### src/apfp_pkg.sv
package apfp_pkg;

    // frame layout
    localparam int          CNT_W        = 17;
    localparam logic [7:0]  EXT_MARKER   = 8'h00;
    localparam int          HDR_LEN      = 4;
    localparam int          SHORT_HDR    = 5;
    localparam int          SHORT_LE     = 6;
    localparam int          EXT_HDR      = 7;
    localparam int          EXT_LE       = 9;
    localparam logic [16:0] COUNT_MAX    = 17'h1FFFF;
    localparam logic [16:0] MAX_FRAME_RST = 17'd1024;

    // output queue
    localparam int          FIFO_DEPTH   = 4;

    // result kinds
    localparam logic        KIND_PAYLOAD = 1'b0;
    localparam logic        KIND_VERDICT = 1'b1;

    // verdict codes
    localparam logic [1:0]  STATUS_OK       = 2'd0;
    localparam logic [1:0]  STATUS_MISMATCH = 2'd1;
    localparam logic [1:0]  STATUS_RANGE    = 2'd2;

    typedef struct packed {
        logic [7:0] frame_byte;
        logic       frame_end;
    } t_in_item;

    typedef struct packed {
        logic        result_kind;
        logic [7:0]  payload_byte;
        logic [15:0] payload_index;
        logic [7:0]  class_byte;
        logic [7:0]  instruction_byte;
        logic [7:0]  param_one;
        logic [7:0]  param_two;
        logic [15:0] payload_length;
        logic [1:0]  frame_status;
        logic        run_last;
    } t_out_item;

    // queue write request: up to two results per input byte
    typedef struct packed {
        logic [1:0] cnt;
        t_out_item  slot1;
        t_out_item  slot0;
    } t_push_req;

endpackage

### src/apfp_out_fifo.sv
module apfp_out_fifo #(
    parameter int DEPTH = apfp_pkg::FIFO_DEPTH
) (
    input  logic                 i_clk,
    input  logic                 i_rst_n,
    input  apfp_pkg::t_push_req  i_push,
    output logic                 o_room_two,
    output logic                 o_valid,
    input  logic                 i_stall,
    output apfp_pkg::t_out_item  o_data
);

    localparam int AW = (DEPTH > 1) ? $clog2(DEPTH) : 1;
    localparam int CW = $clog2(DEPTH + 1);

    apfp_pkg::t_out_item r_mem [DEPTH];
    logic [AW-1:0] r_wr_ptr, n_wr_ptr;
    logic [AW-1:0] r_rd_ptr, n_rd_ptr;
    logic [CW-1:0] r_count,  n_count;
    logic [AW-1:0] wr_ptr_nx;
    logic          pop;

    function automatic logic [AW-1:0] ptr_inc(input logic [AW-1:0] a);
        logic [AW-1:0] r;
        r = (a == AW'(DEPTH - 1)) ? '0 : a + AW'(1);
        return r;
    endfunction

    assign o_valid    = (r_count != '0);
    assign o_room_two = (r_count <= CW'(DEPTH - 2));
    assign o_data     = r_mem[r_rd_ptr];
    assign pop        = o_valid && !i_stall;
    assign wr_ptr_nx  = ptr_inc(r_wr_ptr);

    always_comb begin
        n_rd_ptr = pop ? ptr_inc(r_rd_ptr) : r_rd_ptr;
        unique case (i_push.cnt)
            2'd1:    n_wr_ptr = wr_ptr_nx;
            2'd2:    n_wr_ptr = ptr_inc(wr_ptr_nx);
            default: n_wr_ptr = r_wr_ptr;
        endcase
        n_count = r_count + CW'(i_push.cnt) - CW'(pop);
    end

    always_ff @(posedge i_clk) begin
        if (!i_rst_n) begin
            r_wr_ptr <= '0;
            r_rd_ptr <= '0;
            r_count  <= '0;
        end else begin
            r_wr_ptr <= n_wr_ptr;
            r_rd_ptr <= n_rd_ptr;
            r_count  <= n_count;
        end
    end

    always_ff @(posedge i_clk) begin
        if (i_push.cnt != 2'd0) begin
            r_mem[r_wr_ptr] <= i_push.slot0;
        end
        if (i_push.cnt == 2'd2) begin
            r_mem[wr_ptr_nx] <= i_push.slot1;
        end
    end

    a_no_overflow: assert property (@(posedge i_clk) disable iff (!i_rst_n)
        r_count <= CW'(DEPTH))
        else $error("output queue overflow");

    a_push_needs_room: assert property (@(posedge i_clk) disable iff (!i_rst_n)
        (i_push.cnt != 2'd0) |-> o_room_two)
        else $error("push without two free slots");

    a_pop_drains: assert property (@(posedge i_clk) disable iff (!i_rst_n)
        (pop && i_push.cnt == 2'd0) |=> (r_count == $past(r_count) - CW'(1)))
        else $error("pop did not drain the queue");

endmodule

### src/apdu_frame_parser.sv
// Each result is registered in the output queue when its byte is accepted.
// Throughput: one frame byte per cycle while the queue has two free slots; a final
//   byte that is also payload makes two results, which leave one per unstalled cycle.
// Input stall follows the fill of the output queue (needs two free slots).
// Reset (i_rst_n, synchronous, active low) clears frame state, empties the queue and
//   loads max_frame_bytes with 1024.
module apdu_frame_parser #(
    parameter int P_FIFO_DEPTH = apfp_pkg::FIFO_DEPTH
) (
    input  logic                 i_clk,
    input  logic                 i_rst_n,
    // byte stream in
    input  logic                 i_in_valid,
    output logic                 o_in_stall,
    input  apfp_pkg::t_in_item   i_in_data,
    // results out
    output logic                 o_out_valid,
    input  logic                 i_out_stall,
    output apfp_pkg::t_out_item  o_out_data,
    // max_frame_bytes register
    input  logic                 i_cfg_we,
    input  logic [16:0]          i_cfg_data
);

    // 18-bit forms of the frame offsets; total length can reach 0x20000
    localparam logic [17:0] L_HDR       = 18'(apfp_pkg::HDR_LEN);
    localparam logic [17:0] L_SHORT_HDR = 18'(apfp_pkg::SHORT_HDR);
    localparam logic [17:0] L_SHORT_LE  = 18'(apfp_pkg::SHORT_LE);
    localparam logic [17:0] L_EXT_HDR   = 18'(apfp_pkg::EXT_HDR);
    localparam logic [17:0] L_EXT_LE    = 18'(apfp_pkg::EXT_LE);

    // frame state
    logic [16:0] r_max_frame;
    logic [16:0] r_byte_count, n_byte_count;
    logic [31:0] r_header,     n_header;
    logic [7:0]  r_marker,     n_marker;
    logic [7:0]  r_ext_high,   n_ext_high;
    logic [15:0] r_decl,       n_decl;

    logic        in_acc;
    logic        room_two;
    logic [7:0]  b;
    logic        last;
    logic [17:0] p;          // position of this byte in the frame
    logic [17:0] total;      // frame length including this byte
    logic [17:0] start;      // first payload position
    logic [17:0] pay_end;
    logic [17:0] len_v;
    logic        ext_cur;
    logic        ext_v;
    logic        is_pay;
    logic        emit_pay;
    logic [1:0]  status;

    apfp_pkg::t_out_item pay_item;
    apfp_pkg::t_out_item verdict_item;
    apfp_pkg::t_push_req push;

    assign b          = i_in_data.frame_byte;
    assign last       = i_in_data.frame_end;
    assign o_in_stall = !room_two;
    assign in_acc     = i_in_valid && room_two;

    // byte decode: header capture, length field, payload window
    always_comb begin
        p          = {1'b0, r_byte_count};
        total      = p + 18'd1;
        ext_cur    = (r_marker == apfp_pkg::EXT_MARKER);
        n_header   = r_header;
        n_marker   = r_marker;
        n_ext_high = r_ext_high;
        n_decl     = r_decl;
        start      = L_SHORT_HDR;
        pay_end    = '0;
        is_pay     = 1'b0;

        if (p < L_HDR) begin
            case (p[1:0])
                2'd0:    n_header[31:24] = b;
                2'd1:    n_header[23:16] = b;
                2'd2:    n_header[15:8]  = b;
                default: n_header[7:0]   = b;
            endcase
        end else if (p == L_HDR) begin
            // marker byte doubles as short Lc; zero selects extended form
            n_marker = b;
            n_decl   = {8'h00, b};
        end else if (ext_cur && p == L_SHORT_HDR) begin
            n_ext_high = b;
        end else if (ext_cur && p == L_SHORT_LE) begin
            n_decl = {r_ext_high, b};
        end else begin
            start   = ext_cur ? L_EXT_HDR : L_SHORT_HDR;
            pay_end = start + {2'b00, r_decl};
            is_pay  = (p >= start) && (p < pay_end);
        end

        // past the size limit the payload is dropped
        emit_pay = is_pay && (total <= {1'b0, r_max_frame});
    end

    // verdict, from the state as updated by this byte
    always_comb begin
        ext_v = (n_marker == apfp_pkg::EXT_MARKER);
        len_v = {2'b00, n_decl};
        if (total < L_HDR || total > {1'b0, r_max_frame}) begin
            status = apfp_pkg::STATUS_RANGE;
        end else if (total == L_HDR) begin
            status = apfp_pkg::STATUS_OK;
        end else if (!ext_v) begin
            status = (total == len_v + L_SHORT_HDR || total == len_v + L_SHORT_LE)
                   ? apfp_pkg::STATUS_OK : apfp_pkg::STATUS_MISMATCH;
        end else if (total < L_EXT_HDR) begin
            status = apfp_pkg::STATUS_MISMATCH;
        end else begin
            status = (total == len_v + L_EXT_HDR || total == len_v + L_EXT_LE)
                   ? apfp_pkg::STATUS_OK : apfp_pkg::STATUS_MISMATCH;
        end
    end

    // result items
    always_comb begin
        pay_item               = '0;
        pay_item.result_kind   = apfp_pkg::KIND_PAYLOAD;
        pay_item.payload_byte  = b;
        pay_item.payload_index = 16'(p - start);
        pay_item.run_last      = !last;

        verdict_item                  = '0;
        verdict_item.result_kind      = apfp_pkg::KIND_VERDICT;
        verdict_item.class_byte       = n_header[31:24];
        verdict_item.instruction_byte = n_header[23:16];
        verdict_item.param_one        = n_header[15:8];
        verdict_item.param_two        = n_header[7:0];
        verdict_item.payload_length   = n_decl;
        verdict_item.frame_status     = status;
        verdict_item.run_last         = 1'b1;

        // payload first when both come from one byte
        push.cnt   = in_acc ? (2'(emit_pay) + 2'(last)) : 2'd0;
        push.slot0 = emit_pay ? pay_item : verdict_item;
        push.slot1 = verdict_item;
    end

    // saturating position count; the final byte returns all frame state to zero
    always_comb begin
        n_byte_count = (r_byte_count != apfp_pkg::COUNT_MAX)
                     ? r_byte_count + 17'd1 : r_byte_count;
    end

    always_ff @(posedge i_clk) begin
        if (!i_rst_n) begin
            r_max_frame  <= apfp_pkg::MAX_FRAME_RST;
            r_byte_count <= '0;
            r_header     <= '0;
            r_marker     <= '0;
            r_ext_high   <= '0;
            r_decl       <= '0;
        end else begin
            if (i_cfg_we) begin
                r_max_frame <= i_cfg_data;
            end
            if (in_acc) begin
                if (last) begin
                    r_byte_count <= '0;
                    r_header     <= '0;
                    r_marker     <= '0;
                    r_ext_high   <= '0;
                    r_decl       <= '0;
                end else begin
                    r_byte_count <= n_byte_count;
                    r_header     <= n_header;
                    r_marker     <= n_marker;
                    r_ext_high   <= n_ext_high;
                    r_decl       <= n_decl;
                end
            end
        end
    end

    // result register / queue; parts input side from output stall
    apfp_out_fifo #(
        .DEPTH (P_FIFO_DEPTH)
    ) u_out_fifo (
        .i_clk      (i_clk),
        .i_rst_n    (i_rst_n),
        .i_push     (push),
        .o_room_two (room_two),
        .o_valid    (o_out_valid),
        .i_stall    (i_out_stall),
        .o_data     (o_out_data)
    );

    a_end_clears: assert property (@(posedge i_clk) disable iff (!i_rst_n)
        (in_acc && last) |=> (r_byte_count == '0 && r_header == '0 && r_decl == '0))
        else $error("frame state not cleared after final byte");

    a_count_sat: assert property (@(posedge i_clk) disable iff (!i_rst_n)
        (in_acc && !last && r_byte_count == apfp_pkg::COUNT_MAX)
            |=> (r_byte_count == apfp_pkg::COUNT_MAX))
        else $error("byte count wrapped");

    a_count_step: assert property (@(posedge i_clk) disable iff (!i_rst_n)
        (in_acc && !last && r_byte_count != apfp_pkg::COUNT_MAX)
            |=> (r_byte_count == $past(r_byte_count) + 17'd1))
        else $error("byte count did not advance");

endmodule

### config.mk
export PLATFORM = sky130hd
export DESIGN_NAME = apdu_frame_parser
export DESIGN_NICKNAME = d
export VERILOG_FILES = /design/src/apfp_pkg.sv /design/src/apfp_out_fifo.sv /design/src/apdu_frame_parser.sv
export SDC_FILE = /design/constraint.sdc
export NUM_CORES = 1
export LEC_CHECK = 0
export BUFFER_PORTS_ARGS = -buffer_cell sky130_fd_sc_hd__buf_2
export CAP_MARGIN = 20
export CORE_MARGIN = 5
export CORE_UTILIZATION = 45
export CTS_CLUSTER_DIAMETER = 100
export CTS_CLUSTER_SIZE = 40
export DETAILED_ROUTE_END_ITERATION = 10
export GPL_ROUTABILITY_DRIVEN = 1
export PLACE_DENSITY = 0.68
export REMOVE_ABC_BUFFERS = 1
export SLEW_MARGIN = 40
export SYNTH_ARGS = -nofsm -noshare
export SYNTH_HDL_FRONTEND = slang
export SYNTH_SLANG_ARGS = --single-unit
### constraint.sdc
create_clock -name i_clk -period 6 [get_ports i_clk]
set_clock_uncertainty 0.05 [all_clocks]
set_input_delay 1.2 -clock i_clk [delete_from_list [all_inputs] [get_ports i_clk]]
set_output_delay 1.2 -clock i_clk [all_outputs]
set_load 0.1 [all_outputs]
==> reports/results.ini, run 1 <==
[final_layout]
area_growth_pct = 10.1
finish.utilization_pct = 50.0
layout_common_cells = nor2_1, dfxtp_1, edfxtp_1
nets = 2181
antenna_cells = 0
drive_gt1_share_pct = 16.1
fillers = 4176
stdcell_count = 2702
final_area_um2 = 23300
layout_commonest_cell = nor2_1

[grt]
antenna_found_initial = 0
grt_pass1_vias = 15821
grt_pass1_wl_mm = 96.6
grt_max_degree = 106
gr-usage-all-layers_pct = 24.0
gr-total-overflow = 0

[timing]
fmax_ghz = 0.179
finalSetupViolations = 0
fin_crit_sh_pct = 93.2
report.final.slew_viol_count = 0
hold_viol = 0
slew_headroom_pct = 45.7
worst_slew_pin_slew_ps = 811
tns_ps = 0
fin_ws_ps = 406
whs_ps = 406
rsz0062_at_grt = no
period_needed_ps = 5590

[job]
drv_cap = 0

[floorplanning]
die_w_um = 227
core_um2 = 46600
dieArea_um2 = 51400
initial_core_util_pct = 45.4
pin_count = 109
dieHeight_um = 227
rows = 79

[min_path]
hold_end = u_out_fifo.r_mem[0][75]
hp-start = u_out_fifo.r_mem[0][75]
worstHoldPathCells = 2
hold_class = flip-flop to flip-flop

[clocking]
cts_buffers = 16
h-tree-depth = 1
cts_setup_buffers = 0
hold_buffers = 0
worstSkewPairLatency_ps = 560
cts_max_path_buffers = 3
clockRootBuffer = clkbuf_16
clkTransAtPathRegs_ps = 140
cts_sinks = 411
cts_resized = 0
cts_tree = yes

[detailed_routing]
num_vias = 16230
drtIter0Drc = 1771
drc = 0
wl_per_cell_um = 23.4
routed_wl_mm = 63.3
avgViaCountPerCell = 6.01
dr.pass1.iters = 7
ant_nets = 0

[critical_path]
critical_path_required_ps = 6260
path_delay_family = simple AND/OR/NAND/NOR gates
reg2reg_setup_slack_ps = 410
crit_chain = nor4_2, nand2_1, inv_1, fa_1, nor2_1, nor2_1, nand2_1, nor2_1, xnor2_1, ha_1, a21o_1, a21o_1, a221oi_1, o211ai_1, nor4_2, ha_1, nand2_1, ha_1, nor2b_1, a21oi_2, a21o_2, buf_12, nor2_1
worstSetupStartpoint = r_marker[7]
cp-start-kind = flip-flop
max_stage_delay_ps = 440
reg2regPathDepth = 23
end_kind = flip-flop
critPathArrivalTime_ps = 5850
r2r_start = r_marker[7]
worst-path-buf-inv = 2
critPathMaxFanout = 51
slowest_stage = nor4_2
worst-setup-path-type = flip-flop to flip-flop
cpMostUsedCell = nor2_1
r2r_end = u_out_fifo.r_mem[1][16]

[place]
gp_congestion = 1.01
numPortBuffers = 108
dpl.cell_count = 2674
place_hpwl_mm = 44.0
postPlaceCellArea_um2 = 22700
pre_cts_slack_ps = 328

[synthesis]
synth_ff_type = dfxtp_1
synth-async-reset-ratio_pct = 0
syn-mean-instance-area_um2 = 10.5
ys_seq_area_share_pct = 48.4
synth_cell_types = 95
yosysWarnings = 0
ys_ff_latch = 411
syn_inst = 2020
synth-edff-count = 200
netlist_area_um2 = 21200

[power_and_ir_drop]
power_mw = 6.64
power_leakage_nw = 8.27
ir_drop_v = 0.000373
powerDensity_nw_per_um2 = 285

[status]
outcome = finished, final reports clean

routing by layer:
layer	routed length (um)	vias up	part of all wire (%)	global-route usage [%]
li1	-	7389	-	-
met1	27000	8002	43	34.2
met2	29600	716	47	39.1
met3	4730	123	7.5	3.07
met4	2050	0	3.2	6.46
met5	0	-	0	0
cells in the mapped netlist, types with 5 or more instances:
master	count	area share (%)
and3_1	14	0.41
o21ai_1	6	0.14
o2111ai_1	7	0.29
nand4_1	23	0.68
nand2_1	180	3.2
o22ai_1	11	0.33
edfxtp_1	200	28
or4_1	5	0.18
o21a_1	11	0.39
a211oi_1	14	0.50
xor2_1	30	1.2
o211ai_1	15	0.53
nor4_1	22	0.65
a22oi_1	35	1.2
mux2i_1	64	3.0
o21ai_0	131	3.1
nor2_1	263	4.7
a31oi_1	7	0.21
nor2b_1	61	1.8
buf_2	5	0.12
inv_1	56	0.99
nor3_1	31	0.73
and2_1	55	1.6
a21oi_1	40	0.95
a21o_1	18	0.64
ha_1	62	3.7
xnor2_1	59	2.4
mux4_2	76	8.1
nand2b_1	11	0.33
and4_1	7	0.29
a22o_1	32	1.3
buf_1	11	0.20
or3_1	7	0.21
clkbuf_1	123	2.2
a21boi_0	5	0.18
dfxtp_1	211	20
nand3_1	28	0.66
worst max-delay path by stage:
stage               cells after the start                      end
global route                           23   u_out_fifo.r_mem[2][1]
global placement                       23   u_out_fifo.r_mem[1][2]
detailed placement                     23   u_out_fifo.r_mem[1][1]
floorplan                              17  u_out_fifo.r_mem[2][10]
CTS                                    23   u_out_fifo.r_mem[1][1]
finish                                 23  u_out_fifo.r_mem[1][16]
sequential cells by signal (all words and copies together), names as in the netlist, named ones only:
register             count
r_byte_count            17
r_decl                  16
r_ext_high               8
r_header                32
r_marker                 8
r_max_frame             17
u_out_fifo.r_count       3
u_out_fifo.r_mem       304
u_out_fifo.r_rd_ptr      2
u_out_fifo.r_wr_ptr      2
worst reg2reg max path: cells and delay by family, from the launching register on:
kind / cells / cell delay (ps)
xor+xnor: 1 / 140
simple gates: 10 / 2010
compound gates: 6 / 1270
buf+inv: 2 / 420
flops: 1 / 360
fa+ha+maj: 4 / 1140
cells by family (layout without fill, tap and decap cells):
kind of cell	count (synthesis)	after routing	share of synthesized area [%]
muxes	143	143	11.3
buffers and inverters	199	274	3.61
xor gates and xnor gates	92	92	3.97
DFF	411	411	48.4
and+or+nand+nor	733	733	16.6
AOI/OAI and AO/OA	377	377	12.2
adders and majority gates	65	65	3.95
area by class of cell:
| cell class | count | area (um2) | share of cell area [%] |
|---|---|---|---|
| clock buffers | 23 | 448 | 1.92 |
| clock inverters | 5 | 121 | 0.521 |
| inverters | 58 | 218 | 0.935 |
| multi-input cells | 1410 | 10200 | 43.9 |
| flip-flops and latches | 411 | 10200 | 43.9 |
| well taps | 607 | 759 | 3.26 |
| repair buffers | 188 | 1290 | 5.56 |
power breakdown:
group	total [mW]	switching, mW	internal (mW)
clock	1.51	0.931	0.576
combinational	2.03	1.55	0.481
sequential	3.11	0.0605	3.05
total	6.64	2.54	4.10
No activity file was read; power rests on OpenSTA's default activity.
==> run 2: changes to the inputs <==
--- a/config.mk
+++ b/config.mk
@@ -18,4 +18,5 @@
 export SLEW_MARGIN = 40
 export SYNTH_ARGS = -nofsm -noshare
 export SYNTH_HDL_FRONTEND = slang
+export SYNTH_HIERARCHICAL = 1
 export SYNTH_SLANG_ARGS = --single-unit
==> run 2 against run 1 <==
Critical path type unchanged; first-iteration DRC count up 1.8%; cell area up 20%; fmax down 0.85%; sequential share of layout area down 3.5 points; register-to-register slack worse by 50 ps; critical endpoint is now u_out_fifo/r_mem[2][1]; routed wire length up 21%; core utilization up 0.76 points; via count up 14%.
==> reports/results.ini, run 2 <==
[grt]
gr-usage-all-layers_pct = 25.0  ; +0.98 points
gr-total-overflow = 0  ; unchanged
grt_max_degree = 75  ; -29%
antenna_found_initial = 5  ; +5
grt_pass1_wl_mm = 116  ; +20%
grt_pass1_vias = 18437  ; +17%

[timing]
slew_headroom_pct = 41.5  ; -4.2 points
fin_crit_sh_pct = 94.0  ; +0.80 points
fmax_ghz = 0.177  ; -0.85%
rsz0062_at_grt = no
period_needed_ps = 5640  ; +47.9 ps
finalSetupViolations = 0  ; unchanged
worst_slew_pin_slew_ps = 870  ; +58.3 ps
report.final.slew_viol_count = 0  ; unchanged
hold_viol = 0  ; unchanged

[synthesis]
ys_ff_latch = 411  ; unchanged
syn_inst = 2100  ; +4.0%
synth_common_cells = edfxtp_1, mux2_2, nor2_1
synth_cell_types = 82  ; -14%
synth_top_area_share_pct = 36.7  ; +8.3 points
synth.most_common_cell = edfxtp_1
synth-async-reset-ratio_pct = 0  ; unchanged
netlist_area_um2 = 24900  ; +17%
yosysWarnings = 6  ; +6
synth_area_leader_cell = edfxtp_1
ys_seq_area_share_pct = 45.4  ; -3.0 points
synth_ff_type = edfxtp_1
syn-mean-instance-area_um2 = 11.8  ; +13%
synth.area.top_cells = edfxtp_1, mux2_2, dfxtp_1, mux4_2, mux2_1
synth-edff-count = 304  ; +52%

[clocking]
clkTransAtPathRegs_ps = 140  ; about the same
cts_tree = yes
h-tree-depth = 1  ; unchanged
worstSkewPairLatency_ps = 560  ; about the same
hold_buffers = 0  ; unchanged
clockRootBuffer = clkbuf_16
cts_max_path_buffers = 3  ; unchanged
cts_sinks = 411  ; unchanged
cts_buffers = 16  ; unchanged

[place]
place_hpwl_mm = 53.8  ; +22%
dpl.cell_count = 3002  ; +12%
gp_congestion = 1.02  ; +0.74%
numPortBuffers = 108  ; unchanged

[detailed_routing]
drtIter0Drc = 1802  ; +1.8%
ant_nets = 0  ; unchanged
routed_wl_mm = 76.8  ; +21%
avgViaCountPerCell = 6.08  ; +1.2%
num_vias = 18435  ; +14%
wl_per_cell_um = 25.3  ; +8.0%
dr.pass1.iters = 6  ; -1
drc = 0  ; unchanged

[final_layout]
top_regs = u_out_fifo/r_mem x304, r_header x32
area_growth_pct = 12.2
finish.utilization_pct = 50.8  ; +0.76 points
drive_gt1_share_pct = 25.9  ; +9.8 points
nets = 2410  ; +10%
top_register = u_out_fifo/r_mem
stdcell_count = 3032  ; +12%
layout_commonest_cell = edfxtp_1
layout_common_cells = edfxtp_1, mux2_2, nor2_1
antenna_cells = 0  ; unchanged
largest_reg_flops = 304  ; unchanged

[critical_path]
crit_chain = nor4b_1, nand4_1, nor2_1, mux2i_1, inv_1, ha_1, a21oi_1, xnor2_1, mux2_2, or3_1, a2111o_1, a2111oi_0, buf_4, nand4_1, o211ai_2, nor4_1, mux2_2
critPathArrivalTime_ps = 5930  ; +80 ps
end_kind = flip-flop
reg2reg_setup_slack_ps = 360  ; -50 ps
max_stage_delay_ps = 570  ; +130 ps
worst-setup-path-type = flip-flop to flip-flop
slowest_stage = nor4b_1
critical_path_required_ps = 6290  ; +30 ps
cp-start-kind = flip-flop
critPathMaxFanout = 9  ; -82%

[min_path]
hold_class = flip-flop to flip-flop

[floorplanning]
die_w_um = 245  ; +8.0%
initial_core_util_pct = 45.3  ; -0.15 points
dieArea_um2 = 60000  ; +17%
pin_count = 109  ; unchanged
core_um2 = 54900  ; +18%
rows = 86  ; +8.9%
dieHeight_um = 245  ; +8.0%

[job]
drv_cap = 0  ; unchanged

[status]
outcome = finished, final reports clean

[power_and_ir_drop]
powerDensity_nw_per_um2 = 270  ; -5.3%
ir_drop_v = 0.000270  ; -28%
power_leakage_nw = 10.6  ; +28%

==> run 2: area by class of cell <==
| cell class | instances | area (um2) |
|---|---|---|
| Inverter | 98 | 368 |
| Tap cell | 704 | 881 |
| Sequential cell | 411 | 11300 |
| Clock buffer | 23 | 458 |
| Clock inverter | 5 | 116 |
| Fill cell | 4861 | 27000 |
| Timing Repair Buffer | 242 | 1780 |
| Multi-Input combinational cell | 1549 | 13000 |
==> run 2: worst max-delay path, delay by kind of cell, from the launching register on <==
family / cells / cell delay (ps)
xor+xnor: 1 / 120
compound gates: 4 / 1420
simple gates: 6 / 1890
fa+ha+maj: 1 / 250
buf+inv: 2 / 290
flops: 1 / 510
mux: 3 / 910
==> run 2: stage by stage <==
stage	worst slack [ps]	power, mW	cell area (um2)	hold slack (ps)	setup TNS, ps
after floorplan	-7120	5.45	24500	411	-3055590
after global placement	445	6.03	27200	413	0
after detailed placement	254	6.05	27200	436	0
after CTS	203	7.57	27800	456	0
after global routing	9.07	7.80	27900	494	0
final	358	7.53	27900	446	0
==> run 2: report_power, final <==
part           leakage (nW)  internal (mW)  switching [mW]  total [mW]
registers              3.50           3.18          0.0693        3.25
logic                  6.86          0.637            2.11        2.75
clock network         0.271          0.584           0.952        1.54
==> run 2: cell families (layout without fill, tap and decap cells) <==
kind of cell / count (synthesis) / count (layout) / synth area share [%]
AND/OR/NAND/NOR: 557 / 557 / 12.2
multiplexers: 449 / 449 / 23.6
flip-flops: 411 / 411 / 45.4
AO/OA/AOI/OAI: 295 / 295 / 8.03
buffers and inverters: 242 / 368 / 4.53
XOR/XNOR: 83 / 83 / 3.12
adder cells (fa/ha/maj): 61 / 61 / 3.16
other: 2 / 104 / 0.0302
==> run 2: routing by layer <==
layer	track usage (%)	share of wire (%)	wire (um)
met5	0	0.034	26
met2	39.7	46	35300
met3	3.82	7.2	5510
met1	35.6	43	33300
met4	7.89	3.4	2630
==> run 2: worst paths after layout <==
kind,startpoint,endpoint,cells after the start
max reg2reg,r_byte_count[2],u_out_fifo/r_mem[2][1],17
max,r_byte_count[2],u_out_fifo/r_mem[2][1],17
min reg2reg,u_out_fifo/r_rd_ptr[1],flip-flop,2
min,u_out_fifo/r_rd_ptr[1],flip-flop,2
==> run 2: timing repair <==
action	CTS	global route
setup buffers	0	0
endpoints found under the setup margin	0	604
gates resized for setup	0	3
